File: config.mk
export PLATFORM = sky130hd
export DESIGN_NAME = serial_frame_dual_servo_pwm_flat
export DESIGN_NICKNAME = d
export VERILOG_FILES = /design/src/rtl/sfdsp_pkg.sv /design/src/rtl/sfdsp_in_if.sv /design/src/rtl/sfdsp_out_if.sv /design/src/rtl/sfdsp_ram.sv /design/src/rtl/serial_frame_dual_servo_pwm.sv /design/src/flat_wrapper.sv
export SDC_FILE = /design/constraint.sdc
export NUM_CORES = 1
export LEC_CHECK = 0
export BUFFER_PORTS_ARGS = -buffer_cell sky130_fd_sc_hd__buf_2
export CAP_MARGIN = 20
export CORE_ASPECT_RATIO = 0.5
export CORE_MARGIN = 2
export CORE_UTILIZATION = 38
export CTS_CLUSTER_DIAMETER = 80
export DETAILED_ROUTE_END_ITERATION = 16
export GPL_ROUTABILITY_DRIVEN = 0
export GPL_TIMING_DRIVEN = 0
export PLACE_DENSITY_LB_ADDON = 0.08
export SLEW_MARGIN = 10
export SYNTH_ARGS = -nofsm -noshare
export SYNTH_HDL_FRONTEND = slang
export SYNTH_SLANG_ARGS = --single-unit
File: constraint.sdc
create_clock -name i_clk -period 6 [get_ports i_clk]
set_clock_uncertainty 0.05 [all_clocks]
set_input_delay 0.9 -clock i_clk [delete_from_list [all_inputs] [get_ports i_clk]]
set_output_delay 0.9 -clock i_clk [all_outputs]
set_load 0.02 [all_outputs]
File: src/rtl/sfdsp_pkg.sv
`default_nettype none
// ---------------------------------------------------------------------------
// sfdsp_pkg: shared constants and types of the serial frame servo PWM block
// Frame bytes, parser phases, register indexes, reset values and the packed
// state words that live in the state memories.
// ---------------------------------------------------------------------------
package sfdsp_pkg;

    // number of servo positions per axis
    localparam int STEPS = 180;

    localparam logic [7:0] STEP_MAX = 8'(STEPS - 1);
    localparam logic [8:0] STEPS_W  = 9'(STEPS);

    // reciprocal of STEPS for the step size, estimate is low by at most one
    localparam int          RECIP_SHIFT = 24;
    localparam logic [24:0] RECIP       = 25'((64'd1 << RECIP_SHIFT) / STEPS);

    // frame delimiters
    localparam logic [7:0] START_BYTE = 8'h02;
    localparam logic [7:0] END_BYTE   = 8'h18;

    // input word kinds
    localparam logic OP_BYTE = 1'b0;
    localparam logic OP_TICK = 1'b1;

    // parser phases
    localparam logic [1:0] PH_WAIT = 2'd0;
    localparam logic [1:0] PH_X    = 2'd1;
    localparam logic [1:0] PH_Y    = 2'd2;
    localparam logic [1:0] PH_END  = 2'd3;

    // configuration register indexes
    localparam logic [1:0] REG_PERIOD = 2'd0;
    localparam logic [1:0] REG_MIN    = 2'd1;
    localparam logic [1:0] REG_MAX    = 2'd2;

    localparam logic [15:0] RST_PERIOD = 16'd22000;
    localparam logic [15:0] RST_MIN    = 16'd720;
    localparam logic [15:0] RST_MAX    = 16'd2600;

    // parser and timer state word
    typedef struct packed {
        logic [1:0]  phase;
        logic [7:0]  x_step;
        logic [7:0]  y_step;
        logic [15:0] tick;
    } t_front;

    // duty state word
    typedef struct packed {
        logic [15:0] duty_a;
        logic [15:0] duty_b;
    } t_duty;

endpackage
`default_nettype wire

File: src/rtl/sfdsp_in_if.sv
`default_nettype none
// ---------------------------------------------------------------------------
// sfdsp_in_if: input channel of the servo PWM block
// One word is either a received serial byte or one timer tick.
// ---------------------------------------------------------------------------
interface sfdsp_in_if;
    logic       valid;
    logic       ready;
    logic       operation;
    logic [7:0] rx_byte;

    modport source (output valid, output operation, output rx_byte, input ready);
    modport sink   (input valid, input operation, input rx_byte, output ready);
endinterface
`default_nettype wire

File: src/rtl/sfdsp_out_if.sv
`default_nettype none
// ---------------------------------------------------------------------------
// sfdsp_out_if: result channel of the servo PWM block
// PWM levels, current duties and the frame commit flag, one word per input.
// ---------------------------------------------------------------------------
interface sfdsp_out_if;
    logic        valid;
    logic        ready;
    logic        pwm_a;
    logic        pwm_b;
    logic [15:0] duty_a_now;
    logic [15:0] duty_b_now;
    logic        frame_committed;

    modport source (output valid, output pwm_a, output pwm_b, output duty_a_now,
                    output duty_b_now, output frame_committed, input ready);
    modport sink   (input valid, input pwm_a, input pwm_b, input duty_a_now,
                    input duty_b_now, input frame_committed, output ready);
endinterface
`default_nettype wire

File: src/rtl/sfdsp_ram.sv
`default_nettype none
// ---------------------------------------------------------------------------
// sfdsp_ram: generic single-clock RAM
// One write port, one read port, read data registered (old data returned
// when reading the entry being written).
// ---------------------------------------------------------------------------
module sfdsp_ram #(
    parameter  int WIDTH  = 8,
    parameter  int DEPTH  = 2,
    localparam int ADDR_W = $clog2(DEPTH)
) (
    input  wire logic              i_clk,
    input  wire logic              i_we,
    input  wire logic [ADDR_W-1:0] i_waddr,
    input  wire logic [WIDTH-1:0]  i_wdata,
    input  wire logic [ADDR_W-1:0] i_raddr,
    output logic      [WIDTH-1:0]  o_rdata
);

    logic [WIDTH-1:0] r_mem [DEPTH];
    logic [WIDTH-1:0] r_rdata;

    always_ff @(posedge i_clk) begin
        if (i_we) begin
            r_mem[i_waddr] <= i_wdata;
        end
        r_rdata <= r_mem[i_raddr];
    end

    assign o_rdata = r_rdata;

endmodule
`default_nettype wire

File: src/rtl/serial_frame_dual_servo_pwm.sv
`default_nettype none
// ---------------------------------------------------------------------------
// serial_frame_dual_servo_pwm: two servo PWM outputs set by serial frames
//
// Input channel i_in carries one word per received serial byte or per timer
// tick. Frames are 0x02, X step, Y step, 0x18; a good frame sets the duty of
// output A from X and of output B from Y. Ticks advance the PWM counter.
// Every input word gives one result word on o_out: both PWM levels, both
// current duties and a flag for a committed frame.
// Throughput is one word per cycle while o_out does not stall. A result
// reaches the output register through the stage registers in order: the parser
// read-modify-write on the front state memory happens at the accepting edge,
// then the stages hold the step size reciprocal multiply, its correction and
// the step multiply; the duty read-modify-write goes into the output register.
// The configuration port (i_cfg_we, i_cfg_idx, i_cfg_data) must be written
// only while no word is in flight; the block does not enforce this. Reset
// restores the register defaults, puts the parser in the wait phase and
// reads duties and counter as zero. When o_out stalls, the pipeline fills its
// empty stages and then holds; i_in.ready drops only once every stage is occupied.
// ---------------------------------------------------------------------------
module serial_frame_dual_servo_pwm
    import sfdsp_pkg::*;
(
    input  wire logic        i_clk,
    input  wire logic        i_rst_n,
    input  wire logic        i_cfg_we,
    input  wire logic [1:0]  i_cfg_idx,
    input  wire logic [15:0] i_cfg_data,
    sfdsp_in_if.sink         i_in,
    sfdsp_out_if.source      o_out
);

    // configuration registers
    logic [15:0] r_period;
    logic [15:0] r_min;
    logic [15:0] r_max;

    always_ff @(posedge i_clk) begin
        if (!i_rst_n) begin
            r_period <= RST_PERIOD;
            r_min    <= RST_MIN;
            r_max    <= RST_MAX;
        end else if (i_cfg_we) begin
            unique case (i_cfg_idx)
                REG_PERIOD: r_period <= i_cfg_data;
                REG_MIN:    r_min    <= i_cfg_data;
                REG_MAX:    r_max    <= i_cfg_data;
                default:    ;
            endcase
        end
    end

    // pipeline handshake
    logic r_v1, r_v2, r_v3, r_v4, r_out_vld;
    logic mv1, mv2, mv3, mv_out, acc_in;

    assign mv_out     = r_v4 && (!r_out_vld || o_out.ready);
    assign mv3        = r_v3 && (!r_v4 || mv_out);
    assign mv2        = r_v2 && (!r_v3 || mv3);
    assign mv1        = r_v1 && (!r_v2 || mv2);
    assign i_in.ready = !r_v1 || mv1;
    assign acc_in     = i_in.valid && i_in.ready;

    // -----------------------------------------------------------------------
    // front state: parser phase, steps and tick counter in memory
    // -----------------------------------------------------------------------
    t_front front_q;
    t_front front_cur;
    t_front n_front;
    t_front r_front_fwd;
    logic   r_front_fwd_vld;
    logic   r_front_init;
    logic   commit;
    logic [15:0] top;

    sfdsp_ram #(
        .WIDTH ($bits(t_front)),
        .DEPTH (2)
    ) u_front_ram (
        .i_clk   (i_clk),
        .i_we    (acc_in),
        .i_waddr (1'b0),
        .i_wdata (n_front),
        .i_raddr (1'b0),
        .o_rdata (front_q)
    );

    // last write forwarded; an entry never written reads as reset state
    assign front_cur = r_front_fwd_vld ? r_front_fwd : (r_front_init ? front_q : '0);
    assign top       = r_period - 16'd1;

    always_comb begin
        n_front = front_cur;
        commit  = 1'b0;
        if (i_in.operation == OP_TICK) begin
            if (front_cur.tick >= top) begin
                n_front.tick = '0;
            end else begin
                n_front.tick = front_cur.tick + 16'd1;
            end
        end else begin
            unique case (front_cur.phase)
                PH_WAIT: begin
                    if (i_in.rx_byte == START_BYTE) begin
                        n_front.phase = PH_X;
                    end
                end
                PH_X: begin
                    n_front.x_step = ({1'b0, i_in.rx_byte} >= STEPS_W) ? STEP_MAX
                                                                       : i_in.rx_byte;
                    n_front.phase  = PH_Y;
                end
                PH_Y: begin
                    n_front.y_step = ({1'b0, i_in.rx_byte} >= STEPS_W) ? STEP_MAX
                                                                       : i_in.rx_byte;
                    n_front.phase  = PH_END;
                end
                default: begin
                    commit        = (i_in.rx_byte == END_BYTE);
                    n_front.phase = PH_WAIT;
                end
            endcase
        end
    end

    always_ff @(posedge i_clk) begin
        if (!i_rst_n) begin
            r_front_fwd_vld <= 1'b0;
            r_front_init    <= 1'b0;
        end else begin
            r_front_fwd_vld <= acc_in;
            if (acc_in) begin
                r_front_init <= 1'b1;
            end
        end
    end

    always_ff @(posedge i_clk) begin
        if (acc_in) begin
            r_front_fwd <= n_front;
        end
    end

    // -----------------------------------------------------------------------
    // stage 1: span between min and max duty
    // -----------------------------------------------------------------------
    logic        r_commit1, r_commit2, r_commit3, r_commit4;
    logic [15:0] r_tick1, r_tick2, r_tick3, r_tick4;
    logic [8:0]  r_inc_a1, r_inc_a2, r_inc_a3;
    logic [8:0]  r_inc_b1, r_inc_b2, r_inc_b3;
    logic [15:0] r_diff1, r_diff2;
    logic [15:0] r_qest2;
    logic [15:0] r_size3;
    logic [15:0] r_pa4, r_pb4;

    always_ff @(posedge i_clk) begin
        if (acc_in) begin
            r_commit1 <= commit;
            r_tick1   <= n_front.tick;
            r_inc_a1  <= {1'b0, n_front.x_step} + 9'd1;
            r_inc_b1  <= {1'b0, n_front.y_step} + 9'd1;
            r_diff1   <= (r_max >= r_min) ? (r_max - r_min) : 16'd0;
        end
    end

    // stage 2: quotient estimate through the reciprocal
    logic [40:0] est_prod;
    assign est_prod = 41'(r_diff1) * 41'(RECIP);

    always_ff @(posedge i_clk) begin
        if (mv1) begin
            r_commit2 <= r_commit1;
            r_tick2   <= r_tick1;
            r_inc_a2  <= r_inc_a1;
            r_inc_b2  <= r_inc_b1;
            r_diff2   <= r_diff1;
            r_qest2   <= est_prod[RECIP_SHIFT +: 16];
        end
    end

    // stage 3: correct the estimate by one where the remainder is too big
    logic [24:0] qd_prod;
    logic [15:0] rem;
    assign qd_prod = 25'(r_qest2) * 25'(STEPS_W);
    assign rem     = r_diff2 - qd_prod[15:0];

    always_ff @(posedge i_clk) begin
        if (mv2) begin
            r_commit3 <= r_commit2;
            r_tick3   <= r_tick2;
            r_inc_a3  <= r_inc_a2;
            r_inc_b3  <= r_inc_b2;
            r_size3   <= (rem >= 16'(STEPS_W)) ? (r_qest2 + 16'd1) : r_qest2;
        end
    end

    // stage 4: step offsets, only the low 16 bits survive
    logic [24:0] pa_prod, pb_prod;
    assign pa_prod = 25'(r_inc_a3) * 25'(r_size3);
    assign pb_prod = 25'(r_inc_b3) * 25'(r_size3);

    always_ff @(posedge i_clk) begin
        if (mv3) begin
            r_commit4 <= r_commit3;
            r_tick4   <= r_tick3;
            r_pa4     <= pa_prod[15:0];
            r_pb4     <= pb_prod[15:0];
        end
    end

    // -----------------------------------------------------------------------
    // duty state in memory, updated in word order into the output register
    // -----------------------------------------------------------------------
    t_duty duty_q;
    t_duty duty_cur;
    t_duty n_duty;
    t_duty r_duty_fwd;
    logic  r_duty_fwd_vld;
    logic  r_duty_init;

    sfdsp_ram #(
        .WIDTH ($bits(t_duty)),
        .DEPTH (2)
    ) u_duty_ram (
        .i_clk   (i_clk),
        .i_we    (mv_out),
        .i_waddr (1'b0),
        .i_wdata (n_duty),
        .i_raddr (1'b0),
        .o_rdata (duty_q)
    );

    assign duty_cur = r_duty_fwd_vld ? r_duty_fwd : (r_duty_init ? duty_q : '0);

    always_comb begin
        n_duty = duty_cur;
        if (r_commit4) begin
            n_duty.duty_a = r_min + r_pa4;
            n_duty.duty_b = r_min + r_pb4;
        end
    end

    always_ff @(posedge i_clk) begin
        if (!i_rst_n) begin
            r_duty_fwd_vld <= 1'b0;
            r_duty_init    <= 1'b0;
        end else begin
            r_duty_fwd_vld <= mv_out;
            if (mv_out) begin
                r_duty_init <= 1'b1;
            end
        end
    end

    always_ff @(posedge i_clk) begin
        if (mv_out) begin
            r_duty_fwd <= n_duty;
        end
    end

    // output register
    logic        r_pwm_a, r_pwm_b, r_commit_out;
    logic [15:0] r_duty_a_out, r_duty_b_out;

    always_ff @(posedge i_clk) begin
        if (mv_out) begin
            r_pwm_a      <= (r_tick4 < n_duty.duty_a);
            r_pwm_b      <= (r_tick4 < n_duty.duty_b);
            r_duty_a_out <= n_duty.duty_a;
            r_duty_b_out <= n_duty.duty_b;
            r_commit_out <= r_commit4;
        end
    end

    // stage valid flags
    always_ff @(posedge i_clk) begin
        if (!i_rst_n) begin
            r_v1      <= 1'b0;
            r_v2      <= 1'b0;
            r_v3      <= 1'b0;
            r_v4      <= 1'b0;
            r_out_vld <= 1'b0;
        end else begin
            if (acc_in) begin
                r_v1 <= 1'b1;
            end else if (mv1) begin
                r_v1 <= 1'b0;
            end
            if (mv1) begin
                r_v2 <= 1'b1;
            end else if (mv2) begin
                r_v2 <= 1'b0;
            end
            if (mv2) begin
                r_v3 <= 1'b1;
            end else if (mv3) begin
                r_v3 <= 1'b0;
            end
            if (mv3) begin
                r_v4 <= 1'b1;
            end else if (mv_out) begin
                r_v4 <= 1'b0;
            end
            if (mv_out) begin
                r_out_vld <= 1'b1;
            end else if (o_out.ready) begin
                r_out_vld <= 1'b0;
            end
        end
    end

    assign o_out.valid           = r_out_vld;
    assign o_out.pwm_a           = r_pwm_a;
    assign o_out.pwm_b           = r_pwm_b;
    assign o_out.duty_a_now      = r_duty_a_out;
    assign o_out.duty_b_now      = r_duty_b_out;
    assign o_out.frame_committed = r_commit_out;

endmodule
`default_nettype wire
File: src/flat_wrapper.sv
// flat-port wrapper written by rule: the top's interface ports become plain ports
module serial_frame_dual_servo_pwm_flat import sfdsp_pkg::*;
  (i_clk, i_rst_n, i_cfg_we, i_cfg_idx, i_cfg_data, i_in_valid, i_in_operation, i_in_rx_byte, i_in_ready, o_out_valid, o_out_pwm_a, o_out_pwm_b, o_out_duty_a_now, o_out_duty_b_now, o_out_frame_committed, o_out_ready);
  sfdsp_in_if i_in_i ();
  sfdsp_out_if o_out_i ();
  input  wire logic i_clk;
  input  wire logic i_rst_n;
  input  wire logic i_cfg_we;
  input  wire logic [1:0] i_cfg_idx;
  input  wire logic [15:0] i_cfg_data;
  input wire logic [$bits(i_in_i.valid)-1:0] i_in_valid;
  input wire logic [$bits(i_in_i.operation)-1:0] i_in_operation;
  input wire logic [$bits(i_in_i.rx_byte)-1:0] i_in_rx_byte;
  output wire logic [$bits(i_in_i.ready)-1:0] i_in_ready;
  output wire logic [$bits(o_out_i.valid)-1:0] o_out_valid;
  output wire logic [$bits(o_out_i.pwm_a)-1:0] o_out_pwm_a;
  output wire logic [$bits(o_out_i.pwm_b)-1:0] o_out_pwm_b;
  output wire logic [$bits(o_out_i.duty_a_now)-1:0] o_out_duty_a_now;
  output wire logic [$bits(o_out_i.duty_b_now)-1:0] o_out_duty_b_now;
  output wire logic [$bits(o_out_i.frame_committed)-1:0] o_out_frame_committed;
  input wire logic [$bits(o_out_i.ready)-1:0] o_out_ready;
  assign i_in_i.valid = i_in_valid;
  assign i_in_i.operation = i_in_operation;
  assign i_in_i.rx_byte = i_in_rx_byte;
  assign i_in_ready = i_in_i.ready;
  assign o_out_valid = o_out_i.valid;
  assign o_out_pwm_a = o_out_i.pwm_a;
  assign o_out_pwm_b = o_out_i.pwm_b;
  assign o_out_duty_a_now = o_out_i.duty_a_now;
  assign o_out_duty_b_now = o_out_i.duty_b_now;
  assign o_out_frame_committed = o_out_i.frame_committed;
  assign o_out_i.ready = o_out_ready;
  serial_frame_dual_servo_pwm u_core (.i_clk(i_clk), .i_rst_n(i_rst_n), .i_cfg_we(i_cfg_we), .i_cfg_idx(i_cfg_idx), .i_cfg_data(i_cfg_data), .i_in(i_in_i), .o_out(o_out_i));
endmodule
==> reports/metrics.yaml, run 1 <==
logic_synthesis:
  yosys.area.top_type_share_pct: 28.85
  yosys.area.top_type: "edfxtp_1"
  synthAdderAreaFrac_pct: 28.77
  synth-xor-area-share_pct: 4.437
  synth_top_family_by_area: "adder cells"
  synth_compound_area_share_pct: 10.45
  synth_nets: 3059
  ys_warn_count: 0
  async_reset_ff_share_pct: 0
  synth_mux_area_share_pct: 0.2442
  synth-main-ff-cell: "edfxtp_1"
  ys_seq_area_share_pct: 38.09
  synth_cells: 2530
  synth.cell_area_mm2: 0.02665
  yosys-top-cells-area: "edfxtp_1 (29%), fa_1 (14%), ha_1 (14%)"
  synth_edf_count: 256
  avgSynthCellArea_um2: 10.53
  synthSimpleGateAreaFrac_pct: 11.85
  synthDistinctLibCells: 76
  synth_seq_cells: 379
timing:
  max_slew_margin_pct: 42.38
  worst-slew-pin-transition_ns: 0.8527
  rsz0062_at_grt: "yes"
  finalSetupTns_ns: 0
  post-route-period-util_pct: 94.63
  setup_viol: 0
  whs_ns: 0.3182
  finalHoldViolCount: 0
  post-route-min-period_ns: 5.678
  worst_slack_ns: 0.3220
  slew_viol_final: 0
  timing.fmax_mhz: 176.1
clock_tree:
  clockBufferDepth: 3
  clkTransAtPathRegs_ns: 0.06
  clock_sinks: 379
  cts-htree-levels: 2
  cts_made_buffers: 39
  cts_hold_buf: 0
  clk_latency_ns: 0.57
  clockRootBuffer: "clkbuf_16"
  cts_tree: "built"
setup_path:
  r2r-end: "u_core.r_size3[1]"
  rrSetupSlack_ns: 0.32
  startpoint_type: "flip-flop"
  r2r-start: "u_core.r_qest2[3]"
  crit_fanout: 9
  critPathKind: "flip-flop to flip-flop"
  cp.required_ns: 6.26
  setup.worst_path.start: "u_core.r_qest2[3]"
  endpoint: "u_core.r_size3[1]"
  critPathArrivalTime_ns: 5.94
  end_kind: "flip-flop"
  r2r.worst_path.cells: 22
detailed_routing:
  first_iter_violations: 1005
  wl_met3_um: 2311
  vias: 17860
  wl_met1_um: 33890
  antenna_left: 0
  post_drt_wl_per_cell_um: 18.45
  drt-total-wl_um: 67040
  viasPerCell: 4.913
  drt_first_pass_iters: 7
  drc: 0
  wl_met2_um: 29560
  top_layer_used: "met4"
global_routing:
  grt_pass1_wl_um: 106400
  overflow: 0
  grt_pass1_vias: 18330
  grt_antenna_before_repair: 0
  grt.total_usage_pct: 19.24
  grt_max_degree: 30
pwr:
  swShare_pct: 44.29
  p_per_area_mw_per_mm2: 596.5
  power.leakage_nw: 13.21
  power.total_mw: 17.85
  pwr-share-comb_pct: 67.0
  intPower_mw: 9.946
  switchingPower_mw: 7.908
  seq_power_share_pct: 19.0
  peakVddDrop_mv: 0.7342
  power_frac_clock_pct: 14.0
layout:
  layout_common_cells: "inv_1 (359), ha_1 (300), nand2_1 (276)"
  area_growth_pct: 12.33
  instances_no_fill: 3634
  finalNetCount: 3188
  fin_util_pct: 43.27
  antenna_cells: 0
  drive_above_1_share_pct: 7.215
  mostFrequentLayoutCell: "inv_1"
  final_area_mm2: 0.02993
floorplanning:
  core_area_mm2: 0.06917
  pin_count: 69
  dieArea_mm2: 0.07239
  die_x_um: 378.5
  initial_core_util_pct: 38.52
  die_y_um: 191.3
  rows: 68
placement:
  portBuffers: 66
  dp_slack_ns: -0.1837
  placed_area_mm2: 0.02841
  dpl.hpwl_um: 53970
  dp.cells: 3550
flow_run:
  cap_violations: 0
worst_hold_path:
  min_path_type: "flip-flop to flip-flop"
  min_from: "u_core.r_front_fwd[21]"
run_status:
  outcome: "finished clean"
-- sequential cells by signal (all words and copies together), names as in the netlist, 10 cells and up --
signal and flops:
u_core.u_front_ram.o_rdata 34, u_core.u_duty_ram.o_rdata 32, u_core.r_diff1 16, u_core.r_front_fwd 16, u_core.r_max 16, u_core.r_min 16, u_core.r_pa4 16, u_core.r_pb4 16
u_core.r_period 16, u_core.r_tick2 16, u_core.r_tick3 16, u_core.r_tick4 16, u_core.o_out.duty_a_now 15, u_core.r_duty_fwd 15, u_core.r_tick1 15, u_core.r_diff2 14
u_core.r_size3 10
-- Yosys cell counts, drive strengths merged (24+ instances only) --
library cell,count
a22oi,32
nor2b,27
clkbuf,68
nor2,138
dfxtp,123
edfxtp,256
fa,193
o21a,24
xor2,45
a21o,42
nor3,28
nand2,276
a21boi,45
nand2b,24
xnor2,90
inv,359
a21oi,85
o21ai,56
nand3,41
ha,304
and2,69
-- worst min-delay path by stage --
| stage | endpoint | slack, ns | depth (start not counted) |
|---|---|---|---|
| final | u_core.u_front_ram.o_rdata[21] | 0.32 | 0 |
| after global routing | u_core.u_front_ram.o_rdata[27] | 0.33 | 0 |
| after CTS | u_core.u_front_ram.o_rdata[21] | 0.32 | 0 |
| after detailed placement | u_core.u_front_ram.o_rdata[27] | 0.31 | 0 |
| after global placement | u_core.u_front_ram.o_rdata[26] | 0.30 | 0 |
| after floorplan | u_core.u_front_ram.o_rdata[25] | 0.30 | 0 |
-- power by group through the flow --
stage               clock, mW  combinational [mW]  sequential [mW]
global route             2.69                13.8             3.41
finish                   2.50                12.0             3.39
CTS                      2.58                11.6             3.42
global placement            0                11.4             3.48
detailed placement          0                11.5             3.48
floorplan                   0                8.90             3.38
-- area by class of cell --
class	count	area [um^2]
fillers	6667	39240
multi-input cells	1717	15010
flip-flops and latches	379	10150
inverters	359	1348
clock buffers	63	1200
well taps	945	1182
repair buffers	91	645.6
plain buffers	72	290.3
clock inverters	8	105.1
-- logic make-up (layout without fill, tap and decap cells) --
family | after synthesis | in the layout
fa+ha+maj | 497 | 497
xor+xnor | 135 | 135
simple gates | 676 | 676
compound gates | 403 | 403
flops | 379 | 379
buf+inv | 434 | 593
mux | 6 | 6
-- worst max-delay path, stage by stage (launching register included) --
cell and delay, ns:
edfxtp_1 0.44, buf_4 0.18, ha_1 0.33, ha_1 0.29
inv_1 0.04, fa_1 0.52, inv_1 0.06, ha_1 0.28
a21o_1 0.20, a211oi_2 0.21, o21bai_1 0.12, xnor2_1 0.24
ha_1 0.28, buf_6 0.14, a21oi_2 0.14, a21oi_1 0.08
or3_4 0.33, a22o_1 0.25, o32ai_2 0.32, xor2_2 0.22
and3_1 0.18, buf_4 0.15, mux2_1 0.34
-- metal layers --
layer | global-route usage, % | vias up
li1 | - | 8847
met1 | 28.21 | 8686
met2 | 30.06 | 252
met3 | 2.528 | 70
met4 | 4.612 | 0
met5 | 0 | -
-- timing repair --
item	CTS	global route
pin swaps	0	7
setup buffers	0	16
endpoints found under the setup margin	3	18
resized for setup	3	21
Note: power is estimated with default switching activity, not from simulation.
==> inputs of run 2 (changes only) <==
--- a/config.mk
+++ b/config.mk
@@ -9,7 +9,7 @@
 export CAP_MARGIN = 20
 export CORE_ASPECT_RATIO = 0.5
 export CORE_MARGIN = 2
-export CORE_UTILIZATION = 38
+export CORE_UTILIZATION = 55
 export CTS_CLUSTER_DIAMETER = 80
 export DETAILED_ROUTE_END_ITERATION = 16
 export GPL_ROUTABILITY_DRIVEN = 0
==> reports/metrics.yaml, run 2 (same netlist as run 1, synthesis figures left out) <==
run_status:
  outcome: "finished clean"
layout:
  seqCellArea_mm2: 0.01015  # unchanged
  area_growth_pct: 10.19
  finalNetCount: 3174  # -0.44%
  mostFrequentLayoutCell: "inv_1"
  drive_above_1_share_pct: 6.549  # -0.67 points
  num-fill-cells: 3977  # -40%
  fin_util_pct: 61.99  # +19 points
  multi_input_area_mm2: 0.01495  # -0.44%
  layout_common_cells: "inv_1 (359), ha_1 (303), nand2_1 (276)"
  largest_reg_flops: 34  # unchanged
setup_path:
  startpoint_type: "flip-flop"
  r2r-end: "u_core.r_size3[1]"
  r2r.worst_path.cells: 22  # unchanged
  cp.required_ns: 6.22  # -0.04 ns
  end_kind: "flip-flop"
  critPathArrivalTime_ns: 5.98  # +0.04 ns
  critPathKind: "flip-flop to flip-flop"
  r2r-start: "u_core.r_qest2[3]"
  crit_fanout: 9  # unchanged
  rrSetupSlack_ns: 0.25  # -0.07 ns
detailed_routing:
  vias: 18300  # +2.5%
  drc: 0  # unchanged
  first_iter_violations: 1268  # +26%
  drt-total-wl_um: 62040  # -7.5%
  viasPerCell: 5.511  # +12%
  post_drt_wl_per_cell_um: 18.69  # +1.3%
  drt_first_pass_iters: 5  # -2
  antenna_left: 0  # unchanged
placement:
  dpl.hpwl_um: 49230  # -8.8%
  dp_slack_ns: -0.004198  # +0.1795 ns
  portBuffers: 66  # unchanged
timing:
  slew_viol_final: 0  # unchanged
  finalSetupTns_ns: 0  # unchanged
  timing.fmax_mhz: 173.8  # -1.3%
  worst_slack_ns: 0.2478  # -0.07423 ns
  post-route-period-util_pct: 95.87  # +1.2 points
  worst-slew-pin-transition_ns: 0.9182  # +0.06554 ns
  post-route-min-period_ns: 5.752  # +0.07423 ns
  setup_viol: 0  # unchanged
  max_slew_margin_pct: 38.65  # -3.7 points
  finalHoldViolCount: 0  # unchanged
worst_hold_path:
  worstHoldPathCells: 0  # unchanged
  min_path_type: "flip-flop to flip-flop"
  hold_end: "u_core.u_front_ram.o_rdata[28]"
  min_from: "u_core.r_front_fwd[28]"
pwr:
  switchingPower_mw: 7.728  # -2.3%
  p_per_area_mw_per_mm2: 594.1  # -0.39%
  power.leakage_nw: 13.11  # -0.76%
  pwr-share-comb_pct: 66.7  # -0.3 points
  peakVddDrop_mv: 0.9095  # +24%
  power.total_mw: 17.45  # -2.3%
  power_frac_clock_pct: 13.8  # -0.2 points
  seq_power_share_pct: 19.5  # +0.5 points
  intPower_mw: 9.718  # -2.3%
  swShare_pct: 44.30  # about the same
global_routing:
  grt_pass1_vias: 18400  # +0.39%
  grt_antenna_before_repair: 6  # +6
  grt_pass1_wl_um: 100000  # -6.0%
  grt.total_usage_pct: 25.43  # +6.2 points
  overflow: 0  # unchanged
  grt_max_degree: 32  # +6.7%
clock_tree:
  clk_latency_ns: 0.54  # -0.03 ns
  clkTransAtPathRegs_ns: 0.06  # about the same
  cts_made_buffers: 36  # -7.7%
  cts_hold_buf: 0  # unchanged
  clock_sinks: 379  # unchanged
  clockRootBuffer: "clkbuf_16"
  cts-htree-levels: 2  # unchanged
  cts_tree: "built"
  clockBufferDepth: 3  # unchanged
floorplanning:
  die_y_um: 159.6  # -17%
  core_area_mm2: 0.04737  # -32%
  dieArea_mm2: 0.05033  # -30%
  initial_core_util_pct: 56.26  # +18 points
  rows: 56  # -18%
  die_x_um: 315.3  # -17%
  pin_count: 69  # unchanged
flow_run:
  cap_violations: 0  # unchanged
==> run 2: cell count changes in the layout (fill, tap and decap cells not counted), sizes merged <==
cell	previous run	this run
inv	359	363
clkbuf	128	109
diode	0	10
bufinv	2	6
clkinv	6	9
buf	98	87
clkinvlp	0	2
==> run 2: per-layer routing <==
| layer | GRT usage (%) | share of wire (%) |
|---|---|---|
| met5 | 0 | 0 |
| met4 | 7.109 | 2.6 |
| met3 | 4.805 | 6.0 |
| met2 | 39.41 | 45 |
| met1 | 36.64 | 47 |
==> run 2: final cells by class <==
class	count	share of cell area, %
clock inverter	21	0.9801
tap	638	2.719
multi-input combinational	1717	50.90
inverter	359	4.589
clock buffer	44	3.204
sequential	379	34.57
buffer	72	0.9843
antenna	10	0.08522
timing repair buffer	80	1.969
==> run 2: metrics by stage <==
step	cell area, um^2	instances	hold WS (ns)
2_1_floorplan	26650	2530	0.2980
3_3_place_gp	27780	3234	0.3020
3_5_place_dp	28040	3243	0.3099
4_1_cts	29270	3308	0.3242
5_1_grt	29350	3313	0.3276
6_report	29360	3320	0.3234
==> run 2: power groups by stage <==
stage / Clock, mW / Combinational [mW] / Sequential (mW)
2_1_floorplan: 0 / 8.90 / 3.38
3_3_place_gp: 0 / 11.1 / 3.47
3_5_place_dp: 0 / 11.2 / 3.46
4_1_cts: 2.46 / 11.4 / 3.41
5_1_grt: 2.56 / 13.3 / 3.42
6_report: 2.41 / 11.6 / 3.40
==> run 2: worst max-delay path by stage <==
| stage | slack (ns) | to | startpoint |
|---|---|---|---|
| after floorplan | 0.57 | u_core.r_commit1 | o_out_ready |
| after CTS | 0.10 | u_core.r_pb4[15] | u_core.r_size3[3] |
| after global routing | -0.06 | u_core.r_size3[1] | u_core.r_qest2[4] |
| final | 0.25 | u_core.r_size3[1] | u_core.r_qest2[3] |
| after detailed placement | -0.004 | u_core.r_pb4[15] | u_core.r_size3[4] |
| after global placement | -1.22 | u_core.r_diff1[10] | o_out_ready |
==> run 2: worst max-delay path: stages (launching register included) <==
cell and delay (ns):
edfxtp_1 0.45, buf_4 0.18, ha_1 0.34, ha_1 0.29
inv_1 0.05, fa_1 0.55, inv_1 0.06, ha_1 0.28
a21o_1 0.20, a211oi_2 0.21, o21bai_1 0.14, xnor2_1 0.25
ha_1 0.29, buf_6 0.14, a21oi_2 0.14, a21oi_1 0.09
or3_4 0.34, a22o_1 0.25, o32ai_2 0.23, xor2_1 0.30
and3_1 0.21, buf_4 0.14, mux2_1 0.32
==> run 2: repair_timing <==
| item | in CTS | in global routing |
|---|---|---|
| setup buffers | 0 | 5 |
| gates resized for setup | 1 | 15 |
| endpoints found under the setup margin | 1 | 13 |
| gates cloned | 0 | 0 |
| pin swaps | 0 | 2 |
==> inputs of run 3 (changes only) <==
--- a/config.mk
+++ b/config.mk
@@ -5,6 +5,7 @@
 export SDC_FILE = /design/constraint.sdc
 export NUM_CORES = 1
 export LEC_CHECK = 0
+export ABC_AREA = 1
 export BUFFER_PORTS_ARGS = -buffer_cell sky130_fd_sc_hd__buf_2
 export CAP_MARGIN = 20
 export CORE_ASPECT_RATIO = 0.5
==> reports/metrics.yaml, run 3 <==
run_status:
  outcome: "finished clean"
detailed_routing:
  antenna_left: 0  # unchanged
  drt-total-wl_um: 66260  # +6.8%
  vias: 20790  # +14%
  first_iter_violations: 1366  # +7.7%
  post_drt_wl_per_cell_um: 16.76  # -10%
  drt_first_pass_iters: 5  # unchanged
  drc: 0  # unchanged
  viasPerCell: 5.258  # -4.6%
setup_path:
  crit_fanout: 8  # -1
  r2r-start: "u_core.r_qest2[2]"
  r2r-end: "u_core.r_size3[3]"
  cpPeakStageDelay_ns: 0.54  # about the same
  startpoint_type: "flip-flop"
  r2r.worst_path.cells: 26  # +18%
  critPathSlowestCell: "edfxtp_1"
  cp.required_ns: 6.22  # about the same
  critPathKind: "flip-flop to flip-flop"
  rrSetupSlack_ns: 0.57  # +0.32 ns
  critPathArrivalTime_ns: 5.65  # -0.33 ns
  end_kind: "flip-flop"
  path_common_cell: "nand2_1"
placement:
  dp.cells: 3885  # +20%
  portBuffers: 67  # +1.5%
  dpl.hpwl_um: 53820  # +9.3%
timing:
  rsz0062_at_grt: "no"
  post-route-period-util_pct: 90.46  # -5.4 points
  setup_viol: 0  # unchanged
  max_slew_margin_pct: 52.45  # +14 points
  finalHoldViolCount: 0  # unchanged
  worst-slew-pin-transition_ns: 0.7132  # -0.2050 ns
  whs_ns: 0.3111  # -0.01230 ns
  slew_viol_final: 0  # unchanged
  post-route-min-period_ns: 5.428  # -0.3246 ns
  timing.fmax_mhz: 184.2  # +6.0%
layout:
  instances_no_fill: 3953  # +19%
  multi_input_area_mm2: 0.01557  # +4.1%
  finalNetCount: 3763  # +19%
  num-fill-cells: 4518  # +14%
  seqCellArea_mm2: 0.01015  # unchanged
  mostFrequentLayoutCell: "nand2_1"
  drive_above_1_share_pct: 6.560  # +0.011 points
  layout_common_cells: "nand2_1 (669), inv_1 (590), ha_1 (304)"
  area_growth_pct: 9.067
  largest_reg_flops: 34  # unchanged
logic_synthesis:
  async_reset_ff_share_pct: 0  # unchanged
  synth.most_common_cell: "nand2_1"
  avgSynthCellArea_um2: 9.059  # -14%
  ys_warn_count: 0  # unchanged
  synth-main-ff-cell: "edfxtp_1"
  ys_seq_area_share_pct: 35.90  # -2.2 points
  synth_nets: 3650  # +19%
  ys_top_cells_by_count: "nand2_1 (669), inv_1 (592), ha_1 (304)"
  synth.cell_area_mm2: 0.02827  # +6.1%
  yosys-top-cells-area: "edfxtp_1 (27%), fa_1 (14%), ha_1 (13%)"
  synth_seq_cells: 379  # unchanged
  synth_edf_count: 256  # unchanged
  synthDistinctLibCells: 57  # -25%
  yosys.area.top_type_share_pct: 27.19  # -1.7 points
  yosys.area.top_type: "edfxtp_1"
  synth_cells: 3121  # +23%
clock_tree:
  cts_tree: "built"
  cts_hold_buf: 0  # unchanged
  clock_sinks: 379  # unchanged
  cts_made_buffers: 37  # +2.8%
  clockBufferDepth: 3  # unchanged
  post_cts_buffers: 0  # unchanged
  ctsResizeCount: 0  # -1
  cts-htree-levels: 2  # unchanged
  clockRootBuffer: "clkbuf_16"
  clk_latency_ns: 0.54  # about the same
  clkTransAtPathRegs_ns: 0.06  # about the same
floorplanning:
  rows: 58  # +3.6%
  initial_core_util_pct: 55.98  # -0.28 points
  pin_count: 69  # unchanged
  die_x_um: 324.7  # +3.0%
  die_y_um: 164.3  # +2.9%
  core_area_mm2: 0.05051  # +6.6%
  dieArea_mm2: 0.05335  # +6.0%
global_routing:
  grt_max_degree: 43  # +34%
  gr-usage-met2_pct: 42.66  # +3.2 points
  grtUsageMet1_pct: 35.98  # -0.66 points
  grt_antenna_before_repair: 2  # -4
  groute.layer.met3.usage_pct: 2.766  # -2.0 points
  grt.total_usage_pct: 25.42  # about the same
  overflow: 0  # unchanged
  grt_pass1_wl_um: 107100  # +7.1%
  grt_pass1_vias: 20600  # +12%
  grt.busiest_layer: "met2"
worst_hold_path:
  hold_end: "u_core.u_front_ram.o_rdata[17]"
  min_path_type: "flip-flop to flip-flop"
  worstHoldPathCells: 0  # unchanged
  min_from: "u_core.r_front_fwd[17]"
flow_run:
  cap_violations: 0  # unchanged
run 3: changes by cell type in the layout (fill, tap and decap cells not counted), moves of 26 or more:
cell      change
inv_1       +231
nor2_1       +34
nand2_1     +393
nand3_1      +50
a21boi_0     -38
a21oi_1      +74
a21o_1       -26
and2_1       -67
o21ai_0      +51
xnor2_1      -47
run 3: worst max-delay path, delay by kind of cell (launching register included):
kind | cells | cell delay (ns)
adder cells (fa/ha/maj) | 6 | 2.07
XOR/XNOR | 1 | 0.20
flip-flops | 1 | 0.54
AND/OR/NAND/NOR | 10 | 1.14
AO/OA/AOI/OAI | 6 | 0.98
buffers and inverters | 3 | 0.19
run 3: per-stage QoR:
step                TNS, ns  util, %  setup slack (ns)  instance area (um^2)
global route              0    61.06           0.09383                 30840
CTS                       0    61.05            0.5748                 30840
global placement     -43.52    58.35           -0.6623                 29470
finish                    0    61.06            0.5723                 30840
floorplan                 0        -             1.145                 28270
detailed placement        0    58.68            0.5892                 29640
run 3: worst max path at each step:
stage                     cells past startpoint              start                  end  slack, ns
after floorplan                              12        o_out_ready  u_core.r_front_init       1.15
after CTS                                    26  u_core.r_qest2[2]    u_core.r_size3[8]       0.57
final                                        26  u_core.r_qest2[2]    u_core.r_size3[3]       0.57
after global placement                       13        o_out_ready  u_core.r_front_init      -0.66
after detailed placement                     26  u_core.r_qest2[2]    u_core.r_size3[8]       0.59
after global routing                         26  u_core.r_qest2[2]    u_core.r_size3[7]       0.09
run 3: logic make-up after synthesis:
logic type	count (synthesis)	synth area share [%]
AOI/OAI and AO/OA	399	8.541
xor gates and xnor gates	111	3.438
adders and majority gates	497	27.12
buffers and inverters	675	9.129
DFF	379	35.90
and+or+nand+nor	1060	15.88
run 3: area by class of cell:
cell class | count | area share [%]
Multi-Input combinational cell | 2067 | 50.48
Sequential cell | 379 | 32.91
Inverter | 602 | 7.327
Clock buffer | 52 | 3.420
Tap cell | 690 | 2.800
Timing Repair Buffer | 74 | 1.542
Buffer | 73 | 1.043
Clock inverter | 15 | 0.4706
Antenna cell | 1 | 0.008115
run 3: metal layers:
metal / part of all wire (%) / wire, um / up-vias
li1: - / - / 10330
met1: 47 / 31280 / 9922
met2: 46 / 30620 / 454
met3: 4.8 / 3184 / 76
met4: 1.8 / 1176 / 0
met5: 0 / 0 / -
Power of run 3 is left out: the tool's default activity adds up to more than one toggle a clock period on the data nets, which glitch-free logic cannot reach.
